File: src/design/cbs_pkg.sv
// Shared constants, types and helpers of the conveyor block sorter.
package cbs_pkg;

    localparam int PENDING_SLOTS = 4;
    localparam int TIMER_BITS    = 16;
    localparam int COUNT_BITS    = 8;
    localparam int FIRE_BITS     = $clog2(PENDING_SLOTS + 1);
    localparam int MISS_BITS     = COUNT_BITS + 2;
    localparam int DELAY_BITS    = 16;
    localparam int CFG_IDX_BITS  = 2;
    localparam int IN_TDATA_W    = 8;

    localparam logic [CFG_IDX_BITS-1:0] REG_CLOSE_DELAY = 2'd0;
    localparam logic [CFG_IDX_BITS-1:0] REG_OPEN_DELAY  = 2'd1;
    localparam logic [CFG_IDX_BITS-1:0] REG_CHECK_DELAY = 2'd2;

    localparam logic [DELAY_BITS-1:0] CLOSE_DELAY_RST = 16'd90;
    localparam logic [DELAY_BITS-1:0] OPEN_DELAY_RST  = 16'd20;
    localparam logic [DELAY_BITS-1:0] CHECK_DELAY_RST = 16'd133;

    localparam logic [32:0] TIMER_MAX = (33'd1 << TIMER_BITS) - 33'd1;

    typedef struct packed {
        logic                 fire_any;
        logic [FIRE_BITS-1:0] fire_cnt;
        logic                 overflow;
    } slot_status_t;

    typedef struct packed {
        logic                 clear_large;
        logic                 clear_small;
        logic [1:0]           small_hit;
        logic [1:0]           large_hit;
        logic [FIRE_BITS-1:0] confirm0;
        logic [FIRE_BITS-1:0] confirm1;
    } tally_ctl_t;

    typedef struct packed {
        logic [COUNT_BITS-1:0] conf1;
        logic [COUNT_BITS-1:0] conf0;
        logic [COUNT_BITS-1:0] large1;
        logic [COUNT_BITS-1:0] large0;
        logic [COUNT_BITS-1:0] small1;
        logic [COUNT_BITS-1:0] small0;
    } counts_t;

    typedef struct packed {
        logic                 overflow;
        logic [MISS_BITS-1:0] missed;
        counts_t              counts;
        logic [1:0]           gate;
    } out_word_t;

    localparam int OUT_BITS    = $bits(out_word_t);
    localparam int OUT_TDATA_W = ((OUT_BITS + 7) / 8) * 8;

    // Zero acts as one, too-wide values saturate.
    function automatic logic [TIMER_BITS-1:0] load_delay(input logic [DELAY_BITS-1:0] d);
        logic [32:0] dw;
        dw = 33'(d);
        if (dw == 33'd0) begin
            return TIMER_BITS'(1);
        end else if (dw > TIMER_MAX) begin
            return '1;
        end
        return TIMER_BITS'(dw);
    endfunction

endpackage

File: src/design/conveyor_block_sorter_unit.sv
// Top level of the conveyor block sorter: tick decode, gate timer and output register.
// The result of an accepted input word reaches m_tdata in the next cycle. Throughput:
// one word per cycle unless m_tready stalls; all slot countdowns and counters update
// in parallel in the single logic stage between the state and output registers.
// Reset (aresetn low, synchronous): all slots idle, gates open, counters zero,
// delays back to 90/20/133, output empty.
module conveyor_block_sorter_unit import cbs_pkg::*; (
    input  logic                    aclk,
    input  logic                    aresetn,
    input  logic                    s_tvalid,
    output logic                    s_tready,
    // size_belt0[1:0], size_belt1[3:2], count_belt0[4], count_belt1[5],
    // clear_large[6], clear_small[7]
    input  logic [IN_TDATA_W-1:0]   s_tdata,
    output logic                    m_tvalid,
    input  logic                    m_tready,
    // gate_code[1:0], small_seen0[9:2], small_seen1[17:10], large_seen0[25:18],
    // large_seen1[33:26], large_confirmed0[41:34], large_confirmed1[49:42],
    // missed_total[59:50], slot_overflow[60], zero fill above
    output logic [OUT_TDATA_W-1:0]  m_tdata,
    input  logic                    cfg_valid,
    output logic                    cfg_ready,
    input  logic [CFG_IDX_BITS-1:0] cfg_index,
    input  logic [DELAY_BITS-1:0]   cfg_data
);

    logic [DELAY_BITS-1:0] close_delay_reg;
    logic [DELAY_BITS-1:0] open_delay_reg;
    logic [DELAY_BITS-1:0] check_delay_reg;

    logic [1:0]            last0_reg, last1_reg;
    logic [1:0]            gate_reg, gate_next;
    logic [TIMER_BITS-1:0] open_cd_reg, open_cd_next;
    logic                  open_act_reg, open_act_next;
    logic                  m_tvalid_reg;
    out_word_t             m_word_reg, word_next;

    logic       advance;
    logic [1:0] size0, size1;
    logic       cnt0, cnt1;
    logic [1:0] small_hit, large_hit;
    logic       open_fire;

    slot_status_t          close_st0, close_st1, check_st0, check_st1;
    tally_ctl_t            tally_ctl;
    counts_t               counts_next;
    logic [MISS_BITS-1:0]  missed_next;

    assign s_tready  = !m_tvalid_reg || m_tready;
    assign advance   = s_tvalid && s_tready;
    assign cfg_ready = 1'b1;
    assign m_tvalid  = m_tvalid_reg;
    assign m_tdata   = OUT_TDATA_W'(m_word_reg);

    assign size0 = s_tdata[1:0];
    assign size1 = s_tdata[3:2];
    assign cnt0  = s_tdata[4];
    assign cnt1  = s_tdata[5];

    always_comb begin
        small_hit[0] = (size0 == 2'd0) && ((last0_reg == 2'd1) || (last0_reg == 2'd3));
        small_hit[1] = (size1 == 2'd0) && ((last1_reg == 2'd1) || (last1_reg == 2'd3));
        large_hit[0] = (size0 == 2'd3) && (last0_reg == 2'd1);
        large_hit[1] = (size1 == 2'd3) && (last1_reg == 2'd1);
    end

    cbs_slot_bank u_close0 (
        .aclk(aclk), .aresetn(aresetn), .advance(advance), .request(small_hit[0]),
        .delay(load_delay(close_delay_reg)), .status(close_st0)
    );
    cbs_slot_bank u_close1 (
        .aclk(aclk), .aresetn(aresetn), .advance(advance), .request(small_hit[1]),
        .delay(load_delay(close_delay_reg)), .status(close_st1)
    );
    cbs_slot_bank u_check0 (
        .aclk(aclk), .aresetn(aresetn), .advance(advance), .request(large_hit[0]),
        .delay(load_delay(check_delay_reg)), .status(check_st0)
    );
    cbs_slot_bank u_check1 (
        .aclk(aclk), .aresetn(aresetn), .advance(advance), .request(large_hit[1]),
        .delay(load_delay(check_delay_reg)), .status(check_st1)
    );

    always_comb begin
        tally_ctl.clear_large = s_tdata[6];
        tally_ctl.clear_small = s_tdata[7];
        tally_ctl.small_hit   = small_hit;
        tally_ctl.large_hit   = large_hit;
        tally_ctl.confirm0    = cnt0 ? check_st0.fire_cnt : '0;
        tally_ctl.confirm1    = cnt1 ? check_st1.fire_cnt : '0;
    end

    cbs_tally u_tally (
        .aclk(aclk), .aresetn(aresetn), .advance(advance), .ctl(tally_ctl),
        .counts_next(counts_next), .missed_next(missed_next)
    );

    // Open expiry first, then closes OR in and restart the shared timer.
    always_comb begin
        open_fire = open_act_reg && (open_cd_reg <= TIMER_BITS'(1));
        gate_next = open_fire ? 2'b00 : gate_reg;
        gate_next = gate_next | {close_st1.fire_any, close_st0.fire_any};
        if (close_st0.fire_any || close_st1.fire_any) begin
            open_act_next = 1'b1;
            open_cd_next  = load_delay(open_delay_reg);
        end else begin
            open_act_next = open_act_reg && !open_fire;
            open_cd_next  = open_act_reg ? open_cd_reg - TIMER_BITS'(1) : open_cd_reg;
        end
        word_next.gate     = gate_next;
        word_next.counts   = counts_next;
        word_next.missed   = missed_next;
        word_next.overflow = close_st0.overflow || close_st1.overflow
                          || check_st0.overflow || check_st1.overflow;
    end

    always_ff @(posedge aclk) begin
        if (!aresetn) begin
            close_delay_reg <= CLOSE_DELAY_RST;
            open_delay_reg  <= OPEN_DELAY_RST;
            check_delay_reg <= CHECK_DELAY_RST;
        end else if (cfg_valid && cfg_ready) begin
            unique case (cfg_index)
                REG_CLOSE_DELAY: close_delay_reg <= cfg_data;
                REG_OPEN_DELAY:  open_delay_reg  <= cfg_data;
                REG_CHECK_DELAY: check_delay_reg <= cfg_data;
                default: ;
            endcase
        end
    end

    always_ff @(posedge aclk) begin
        if (!aresetn) begin
            last0_reg    <= 2'd0;
            last1_reg    <= 2'd0;
            gate_reg     <= 2'b00;
            open_act_reg <= 1'b0;
        end else if (advance) begin
            last0_reg    <= size0;
            last1_reg    <= size1;
            gate_reg     <= gate_next;
            open_act_reg <= open_act_next;
        end
    end

    always_ff @(posedge aclk) begin
        if (advance) begin
            open_cd_reg <= open_cd_next;
            m_word_reg  <= word_next;
        end
    end

    always_ff @(posedge aclk) begin
        if (!aresetn) begin
            m_tvalid_reg <= 1'b0;
        end else if (advance) begin
            m_tvalid_reg <= 1'b1;
        end else if (m_tready) begin
            m_tvalid_reg <= 1'b0;
        end
    end

    a_result_follows: assert property (@(posedge aclk) disable iff (!aresetn)
        advance |=> m_tvalid)
        else $error("accepted word produced no result");

    a_gate_needs_timer: assert property (@(posedge aclk) disable iff (!aresetn)
        (gate_reg != 2'b00) |-> open_act_reg)
        else $error("gate closed without a running open timer");

    a_result_gate_match: assert property (@(posedge aclk) disable iff (!aresetn)
        advance |=> (m_word_reg.gate == gate_reg))
        else $error("result gate code differs from gate state");

    a_stall_only_full: assert property (@(posedge aclk) disable iff (!aresetn)
        !s_tready |-> m_tvalid_reg)
        else $error("input stalled with an empty output register");

endmodule

File: src/design/cbs_slot_bank.sv
// Pending-request slot bank: countdown per slot, fire detect and free-slot allocation.
module cbs_slot_bank import cbs_pkg::*; (
    input  logic                  aclk,
    input  logic                  aresetn,
    input  logic                  advance,
    input  logic                  request,
    input  logic [TIMER_BITS-1:0] delay,
    output slot_status_t          status
);

    logic [TIMER_BITS-1:0]    cd_reg  [PENDING_SLOTS];
    logic [TIMER_BITS-1:0]    cd_next [PENDING_SLOTS];
    logic [PENDING_SLOTS-1:0] act_reg;
    logic [PENDING_SLOTS-1:0] act_next;
    logic [PENDING_SLOTS-1:0] fire;
    logic [PENDING_SLOTS-1:0] act_left;
    logic [PENDING_SLOTS-1:0] pick;
    logic                     found;

    always_comb begin
        found = !request;
        for (int i = 0; i < PENDING_SLOTS; i++) begin
            fire[i]     = act_reg[i] && (cd_reg[i] <= TIMER_BITS'(1));
            act_left[i] = act_reg[i] && !fire[i];
        end
        for (int i = 0; i < PENDING_SLOTS; i++) begin
            pick[i] = 1'b0;
            if (!found && !act_left[i]) begin
                pick[i] = 1'b1;
                found   = 1'b1;
            end
        end
        for (int i = 0; i < PENDING_SLOTS; i++) begin
            if (pick[i]) begin
                cd_next[i] = delay;
            end else if (act_reg[i]) begin
                cd_next[i] = cd_reg[i] - TIMER_BITS'(1);
            end else begin
                cd_next[i] = cd_reg[i];
            end
        end
        act_next        = act_left | pick;
        status.fire_any = |fire;
        status.fire_cnt = FIRE_BITS'($countones(fire));
        status.overflow = request && (&act_left);
    end

    always_ff @(posedge aclk) begin
        if (!aresetn) begin
            act_reg <= '0;
        end else if (advance) begin
            act_reg <= act_next;
        end
    end

    always_ff @(posedge aclk) begin
        if (advance) begin
            for (int i = 0; i < PENDING_SLOTS; i++) begin
                cd_reg[i] <= cd_next[i];
            end
        end
    end

endmodule

File: src/design/cbs_tally.sv
// Block counters with clears, wrapping increments and the missed-block difference.
module cbs_tally import cbs_pkg::*; (
    input  logic                 aclk,
    input  logic                 aresetn,
    input  logic                 advance,
    input  tally_ctl_t           ctl,
    output counts_t              counts_next,
    output logic [MISS_BITS-1:0] missed_next
);

    counts_t counts_reg;
    counts_t base;

    always_comb begin
        base = counts_reg;
        if (ctl.clear_large) begin
            base.large0 = '0;
            base.large1 = '0;
            base.conf0  = '0;
            base.conf1  = '0;
        end
        if (ctl.clear_small) begin
            base.small0 = '0;
            base.small1 = '0;
        end
        counts_next.small0 = base.small0 + COUNT_BITS'(ctl.small_hit[0]);
        counts_next.small1 = base.small1 + COUNT_BITS'(ctl.small_hit[1]);
        counts_next.large0 = base.large0 + COUNT_BITS'(ctl.large_hit[0]);
        counts_next.large1 = base.large1 + COUNT_BITS'(ctl.large_hit[1]);
        counts_next.conf0  = base.conf0 + COUNT_BITS'(ctl.confirm0);
        counts_next.conf1  = base.conf1 + COUNT_BITS'(ctl.confirm1);
        missed_next = MISS_BITS'(counts_next.large0) + MISS_BITS'(counts_next.large1)
                    - MISS_BITS'(counts_next.conf0) - MISS_BITS'(counts_next.conf1);
    end

    always_ff @(posedge aclk) begin
        if (!aresetn) begin
            counts_reg <= '0;
        end else if (advance) begin
            counts_reg <= counts_next;
        end
    end

endmodule
File: config.mk
export PLATFORM = sky130hd
export DESIGN_NAME = conveyor_block_sorter_unit
export DESIGN_NICKNAME = d
export VERILOG_FILES = /design/src/design/cbs_pkg.sv /design/src/design/conveyor_block_sorter_unit.sv /design/src/design/cbs_slot_bank.sv /design/src/design/cbs_tally.sv
export SDC_FILE = /design/constraint.sdc
export NUM_CORES = 1
export LEC_CHECK = 0
export BUFFER_PORTS_ARGS = -buffer_cell sky130_fd_sc_hd__buf_2
export CAP_MARGIN = 15
export CORE_ASPECT_RATIO = 2
export CORE_MARGIN = 2
export CORE_UTILIZATION = 50
export CTS_CLUSTER_DIAMETER = 30
export CTS_CLUSTER_SIZE = 10
export DETAILED_ROUTE_END_ITERATION = 8
export HOLD_SLACK_MARGIN = 0.05
export PLACE_DENSITY = 0.65
export SYNTH_ARGS = -nofsm -noshare
export SYNTH_HDL_FRONTEND = slang
export SYNTH_SLANG_ARGS = --single-unit
File: constraint.sdc
create_clock -name aclk -period 11.2 [get_ports aclk]
set_clock_uncertainty 0.15 [all_clocks]
set_input_delay 1.68 -clock aclk [delete_from_list [all_inputs] [get_ports aclk]]
set_output_delay 1.68 -clock aclk [all_outputs]
set_load 0.01 [all_outputs]
==> impl_results.md, run 1 <==
- Maximum Capacitance Violations: 0
- Worst R2R End: m_tdata[57]
- Final Hold Fails: 0
- Final wirelength: 64.3 mm
- Synthesized instance count: 2581
- Asr flop ratio synth: 0
- RSZ-0062 raised after global routing: no
- CTS Sinks: 453
- CTS max path bufs: 3
- DRC violations left: 0
- #FFs+latches synth: 453
- Ant diodes: 0
- CTS tree: built
- Cell area after layout: 28600 sq um
- Number of synthesized flops with an enable pin: 333
- Flip-flop and latch area: 12400 sq um
- Peak supply drop: 0.000138 V
- Area of the multi-input gates: 11600 sq um
- Commonest non-fill, non-tap cell in the layout: nand2_1
- Vias: 19200
- Warning count from the yosys run: 0
- CTS buffer count: 75
- Relative slew slack: 0.277
- Post-DRT Antenna Nets: 0
- Routed len/inst: 19.1 um
- Status: finished, final reports clean
- Pint: 3460 uW
- Post_cts resized: 0
- Ys flop type: edfxtp_1
- Die X: 161 um
- Clk pwr share: 0.549
- Vias in the first global route: 19400
- Place WS: 4.94 ns
- DRT iter0 DRCs: 1290
- Hold EP: u_tally.counts_reg[8]
- Core area: 49100 sq um
- Final Setup Violations: 0
- Placed cell areas: 25800 sq um
- CP startpoint kind: flop
- HPWL after DPL: 44.1 mm
- Row count: 115
- Most frequent cells in the layout: nand2_1, edfxtp_1, nor2_1
- Share of layout cells above drive strength 1: 0.113
- Largest net degree at the start of global routing: 75
- Count of buffers from port buffering: 93
- Non-Filler Instances: 3369
- Reg2reg start: u_check0.cd_reg[2][3]
- Yosys cell types: 75
- GRT Util Overall: 0.249
- Die Ht: 319 um
- FF-to-FF path depth: 21
- Reg clk slew, reported paths: 0.05 ns
- Placed cell count: 3225
- Critical path required time: 11.39 ns
- Pwr per Cell Area: 155 nW/um^2
- Total Die Area: 51500 sq um
- Hold Crit Depth: 2
- Final Max Tran Viols: 0
- Hold crit path type: reg -> reg
- Flop pwr share: 0.420
- Pre-antenna DRT Iters: 7
- Worst Path Max Fanout: 5
- Initial antenna violation count: 0
- Register area share after synthesis: 0.500
- HP Start: u_tally.counts_reg[8]
- Mapped Area: 24800 sq um
- Critical Path Sink Type: flop
- Area Growth Syn to Fin: 15.3%
- Post-layout net count: 2778
- Sw Share: 0.218
- Initial Util: 0.505
- H-tree levels: 3
- Setup WS post-layout: 4.97 ns
- Worst Path Arrival: 6.42 ns
- P_sw: 968 uW
- Global route overflow: 0
- Gpl congestion: 0.839
- Logic pwr share: 0.031
- Min Tclk post-route: 6.23 ns
- Setup TNS Final: 0 ns
- LEAKAGE: 0.0100 uW
- Slew @ Worst Pin: 1.09 ns
- Later-pin clock latency in the skew report: 0.61 ns
- IO Count: 98
- Crit path kind: reg -> reg
- Post-CTS setup buffer count: 0
- First-pass GRT wire length: 102 mm
- Total power: 4430 uW
- Fmax: 161 MHz
- CTS root buf: clkbuf_16
- Final period util: 0.556
- Syn avg cell area: 9.60 sq um
- Fillers: 4203
- Worst R2R Setup Slack: 4.97 ns
- Vias per cell: 5.69
- CTS hold repair buffers: 0
stage by stage:
step	utilization	hold slack, ns
2_1_floorplan	-	0.281
3_3_place_gp	0.526	0.287
3_5_place_dp	0.526	0.300
4_1_cts	0.581	0.308
5_1_grt	0.582	0.340
6_report	0.582	0.303
cells in the mapped netlist, types with 71 or more instances:
cell      number  share of area
a21oi_1      174          0.035
clkbuf_1      97          0.015
dfxtp_1      120          0.097
edfxtp_1     333           0.40
ha_1          71          0.036
inv_1         88          0.013
nand2_1      386          0.058
nor2_1       299          0.045
nor3_1        91          0.018
nor4_1        75          0.019
o21ai_0      128          0.026
xnor2_1      182          0.064
xor2_1        77          0.027
layer usage:
| layer | wire length [um] | GRT usage |
|---|---|---|
| met2 | 35100 | 0.477 |
| met1 | 23700 | 0.265 |
| met5 | 0 | 0 |
| met4 | 2620 | 0.117 |
| met3 | 2940 | 0.0336 |
layout make-up:
| type | instances | share of cell area |
|---|---|---|
| clock inverters | 39 | 0.0186 |
| multi-input cells | 1912 | 0.404 |
| clock buffers | 101 | 0.0755 |
| repair buffers | 131 | 0.0273 |
| inverters | 90 | 0.0119 |
| well taps | 643 | 0.0282 |
| flip-flops and latches | 453 | 0.434 |
worst max-delay path by stage:
stage,endpoint,depth (start not counted),start,slack [ns]
floorplan,m_tdata[57],21,s_tdata[6],5.17
global placement,m_tdata[57],19,s_tdata[6],5.06
detailed placement,m_tdata[57],19,s_tdata[6],4.94
CTS,m_tdata[57],21,u_check0.cd_reg[3][5],4.95
global route,m_tdata[57],21,u_check0.cd_reg[3][5],4.57
finish,m_tdata[57],21,u_check0.cd_reg[2][3],4.97
logic make-up (layout without fill, tap and decap cells):
kind of cell	count (synthesis)	count (layout)	synth area share
simple gates	1072	1072	0.200
compound gates	455	455	0.109
flops	453	453	0.500
xor+xnor	259	259	0.0915
buf+inv	218	361	0.0362
fa+ha+maj	84	84	0.0463
mux	38	38	0.0161
other cells	2	4	0.000303
critical path: stages (launching register included):
cell	delay, ns
edfxtp_1	0.42
or3_1	0.43
nor4_1	0.55
nand3_1	0.19
nor2_1	0.19
ha_1	0.31
ha_1	0.21
inv_1	0.07
fa_1	0.39
nor2b_1	0.27
ha_1	0.29
a21o_1	0.16
a21oi_1	0.23
and3b_1	0.25
xnor2_1	0.35
fa_1	0.45
inv_1	0.06
ha_1	0.26
or3_1	0.36
o21ai_0	0.09
a21oi_1	0.10
xor2_1	0.16
power by group through the flow:
stage / clock, uW / sequential, uW / combinational (uW)
global placement: 0 / 1890 / 136
finish: 2430 / 1860 / 139
global route: 2530 / 1860 / 154
CTS: 2460 / 1860 / 140
floorplan: 0 / 1870 / 89.9
detailed placement: 0 / 1890 / 139
Power figures use the tool's default switching activity.
==> run 2: changes to the inputs <==
PLACE_DENSITY = 0.67   (was 0.65)
clock period = 5.4 ns   (was 11.2 ns; I/O delays follow)
==> run 2 against run 1 <==
Effect of this change:
- the run now ends with negative setup slack left
- routed wire length increased by 1.5%
- register-to-register slack got worse by 5.2 ns
- non-clock buffer count increased by 151
- cell count increased by 4.1%
- setup slack lost 5.2 ns
- global-route usage rose by 0.29 points
- final area rose by 3.9%
- first-iteration DRC count decreased by 6.5%
- critical path type unchanged
- critical endpoint is now m_tdata[58]
- highest routed layer unchanged
==> impl_results.md, run 2 (same netlist as run 1, synthesis figures left out) <==
- Final period util: 1.04
- CP startpoint kind: flop
- Global route overflow: 0
- Largest net degree at the start of global routing: 71
- Final Setup Violations: 3
- Min Tclk post-route: 5.60 ns
- Slowest stage delay, CP: 0.55 ns
- Pint: 6840 uW
- Later-pin clock latency in the skew report: 0.60 ns
- Finished Core Util: 0.605
- Slew @ Worst Pin: 1.10 ns
- Sw Share: 0.221
- Final Max Tran Viols: 0
- Fillers: 4049
- Met3 usage: 0.0351
- FF-to-FF path depth: 22
- IO Count: 98
- Row count: 115
- Initial antenna violation count: 0
- DRT iter0 DRCs: 1206
- Gpl congestion: 0.877
- DRC violations left: 0
- Count of buffers from port buffering: 93
- Met2 Usage GRT: 0.475
- First-pass GRT wire length: 103 mm
- Fmax: 179 MHz
- RSZ-0062 raised after global routing: yes
- Cell family with most CP delay: simple AND/OR/NAND/NOR gates
- CTS root buf: clkbuf_16
- Vias in the first global route: 19900
- HPWL after DPL: 45.0 mm
- Hold_ws: 0.298 ns
- GR peak layer: met2
- Post-DRT Antenna Nets: 0
- Crit path buf inv count: 2
- Maximum Capacitance Violations: 0
- Failing checks: negative setup slack
- Flop pwr share: 0.439
- Vias per cell: 5.59
- Core area: 49100 sq um
- Die X: 161 um
- Relative slew slack: 0.262
- Total Die Area: 51500 sq um
- Ant diodes: 0
- Pwr per Cell Area: 296 nW/um^2
- Crit path depth: 22
- Hold crit path type: reg -> reg
- CTS hold repair buffers: 0
- Worst Path Max Fanout: 3
- Worst-path cell chain: or4_4, or3_4, nor4_4, ha_1, ha_2, inv_2, fa_1, nor2b_2, ha_1, a21o_1, a21oi_2, and3b_2, nand3_2, xor2_1, nor2_2, fa_1, inv_2, ha_4, nor2_1, nor2_1, o41ai_4, xnor2_1
- Most frequent cells in the layout: nand2_1, edfxtp_1, nor2_1
- CTS max path bufs: 3
- Routed len/inst: 18.6 um
- Status: finished, violations left
- Met1 GRT Util: 0.261
- Worst Path Arrival: 5.79 ns
- Peak supply drop: 0.000281 V
- Share of layout cells above drive strength 1: 0.173
- Vias: 19600
- Hold Crit Depth: 2
- Final Hold Fails: 0
- Logic pwr share: 0.039
- CTS tree: built
- Die Ht: 319 um
- Slowest cell on the critical path: or4_4
- CTS Sinks: 453
- CTS buffer count: 71
- Clk pwr share: 0.523
- P_sw: 1940 uW
- Initial Util: 0.505
- Reg clk slew, reported paths: 0.05 ns
- H-tree levels: 3
- Critical Path Sink Type: flop
- Pre-antenna DRT Iters: 5
- Commonest non-fill, non-tap cell in the layout: nand2_1
- Post-layout net count: 2925
- Final wirelength: 65.3 mm
- Area Growth Syn to Fin: 19.8%
- Total power: 8780 uW
- LEAKAGE: 0.0107 uW
- Critical path required time: 5.59 ns
- Setup WS post-layout: -0.199 ns
- Crit path kind: reg -> reg
- GRT Util Overall: 0.252
run 2: cell types whose count changed in the layout (fill, tap and decap cells not counted), sizes merged:
cell and change:
clkinv +2, clkinvlp -4, buf +151, clkbuf -9, inv +2, bufinv -3
run 2: timing repair:
action,4_1_cts,5_1_grt
endpoints found under the setup margin,5,7
setup buffers,6,4
pin swaps,25,21
resized for setup,35,17
run 2: power groups by stage:
stage                     clock [uW]  combinational, uW  sequential, uW
after floorplan                    0                189            3890
after global placement             0                314            3920
after detailed placement           0                322            3920
after CTS                       4670                334            3850
after global routing            4820                371            3850
final                           4590                340            3850
run 2: final timing paths:
| path | from | end | slack, ns |
|---|---|---|---|
| worst max-delay path | u_check1.cd_reg[3][5] | m_tdata[58] | -0.20 |
| worst min-delay path | u_tally.counts_reg[0] | u_tally.counts_reg[0] | 0.30 |
| worst max register to register | u_check1.cd_reg[3][5] | m_tdata[58] | -0.20 |
| worst min register to register | u_tally.counts_reg[0] | u_tally.counts_reg[0] | 0.30 |
run 2: layer usage:
layer	up-vias	routed length [um]
met5	-	0
met4	0	3790
met3	176	2670
met2	497	35200
met1	9401	23700
li1	9530	-
run 2: stage by stage:
| stage | instance area, sq um | setup slack (ns) | setup TNS (ns) | cells |
|---|---|---|---|---|
| global route | 29700 | -0.348 | -1.25 | 3508 |
| floorplan | 24900 | -0.00280 | -0.00280 | 2583 |
| CTS | 29600 | -0.136 | -0.268 | 3501 |
| finish | 29700 | -0.199 | -0.417 | 3508 |
| global placement | 27000 | -0.218 | -0.791 | 3369 |
| detailed placement | 27000 | -0.354 | -1.42 | 3369 |
run 2: final cells by class:
| cell class | instances | area [sq um] | share of cell area |
|---|---|---|---|
| clock inverters | 36 | 417 | 0.0140 |
| clock buffers | 92 | 1980 | 0.0667 |
| flip-flops and latches | 453 | 12400 | 0.418 |
| multi-input cells | 1912 | 11800 | 0.398 |
| repair buffers | 282 | 1920 | 0.0646 |
| well taps | 643 | 805 | 0.0271 |
| inverters | 90 | 340 | 0.0115 |
run 2: tightest hold or removal path: stages (launching register included):
cell	delay, ns
dfxtp_1	0.30
nand2_1	0.05
a21oi_1	0.05
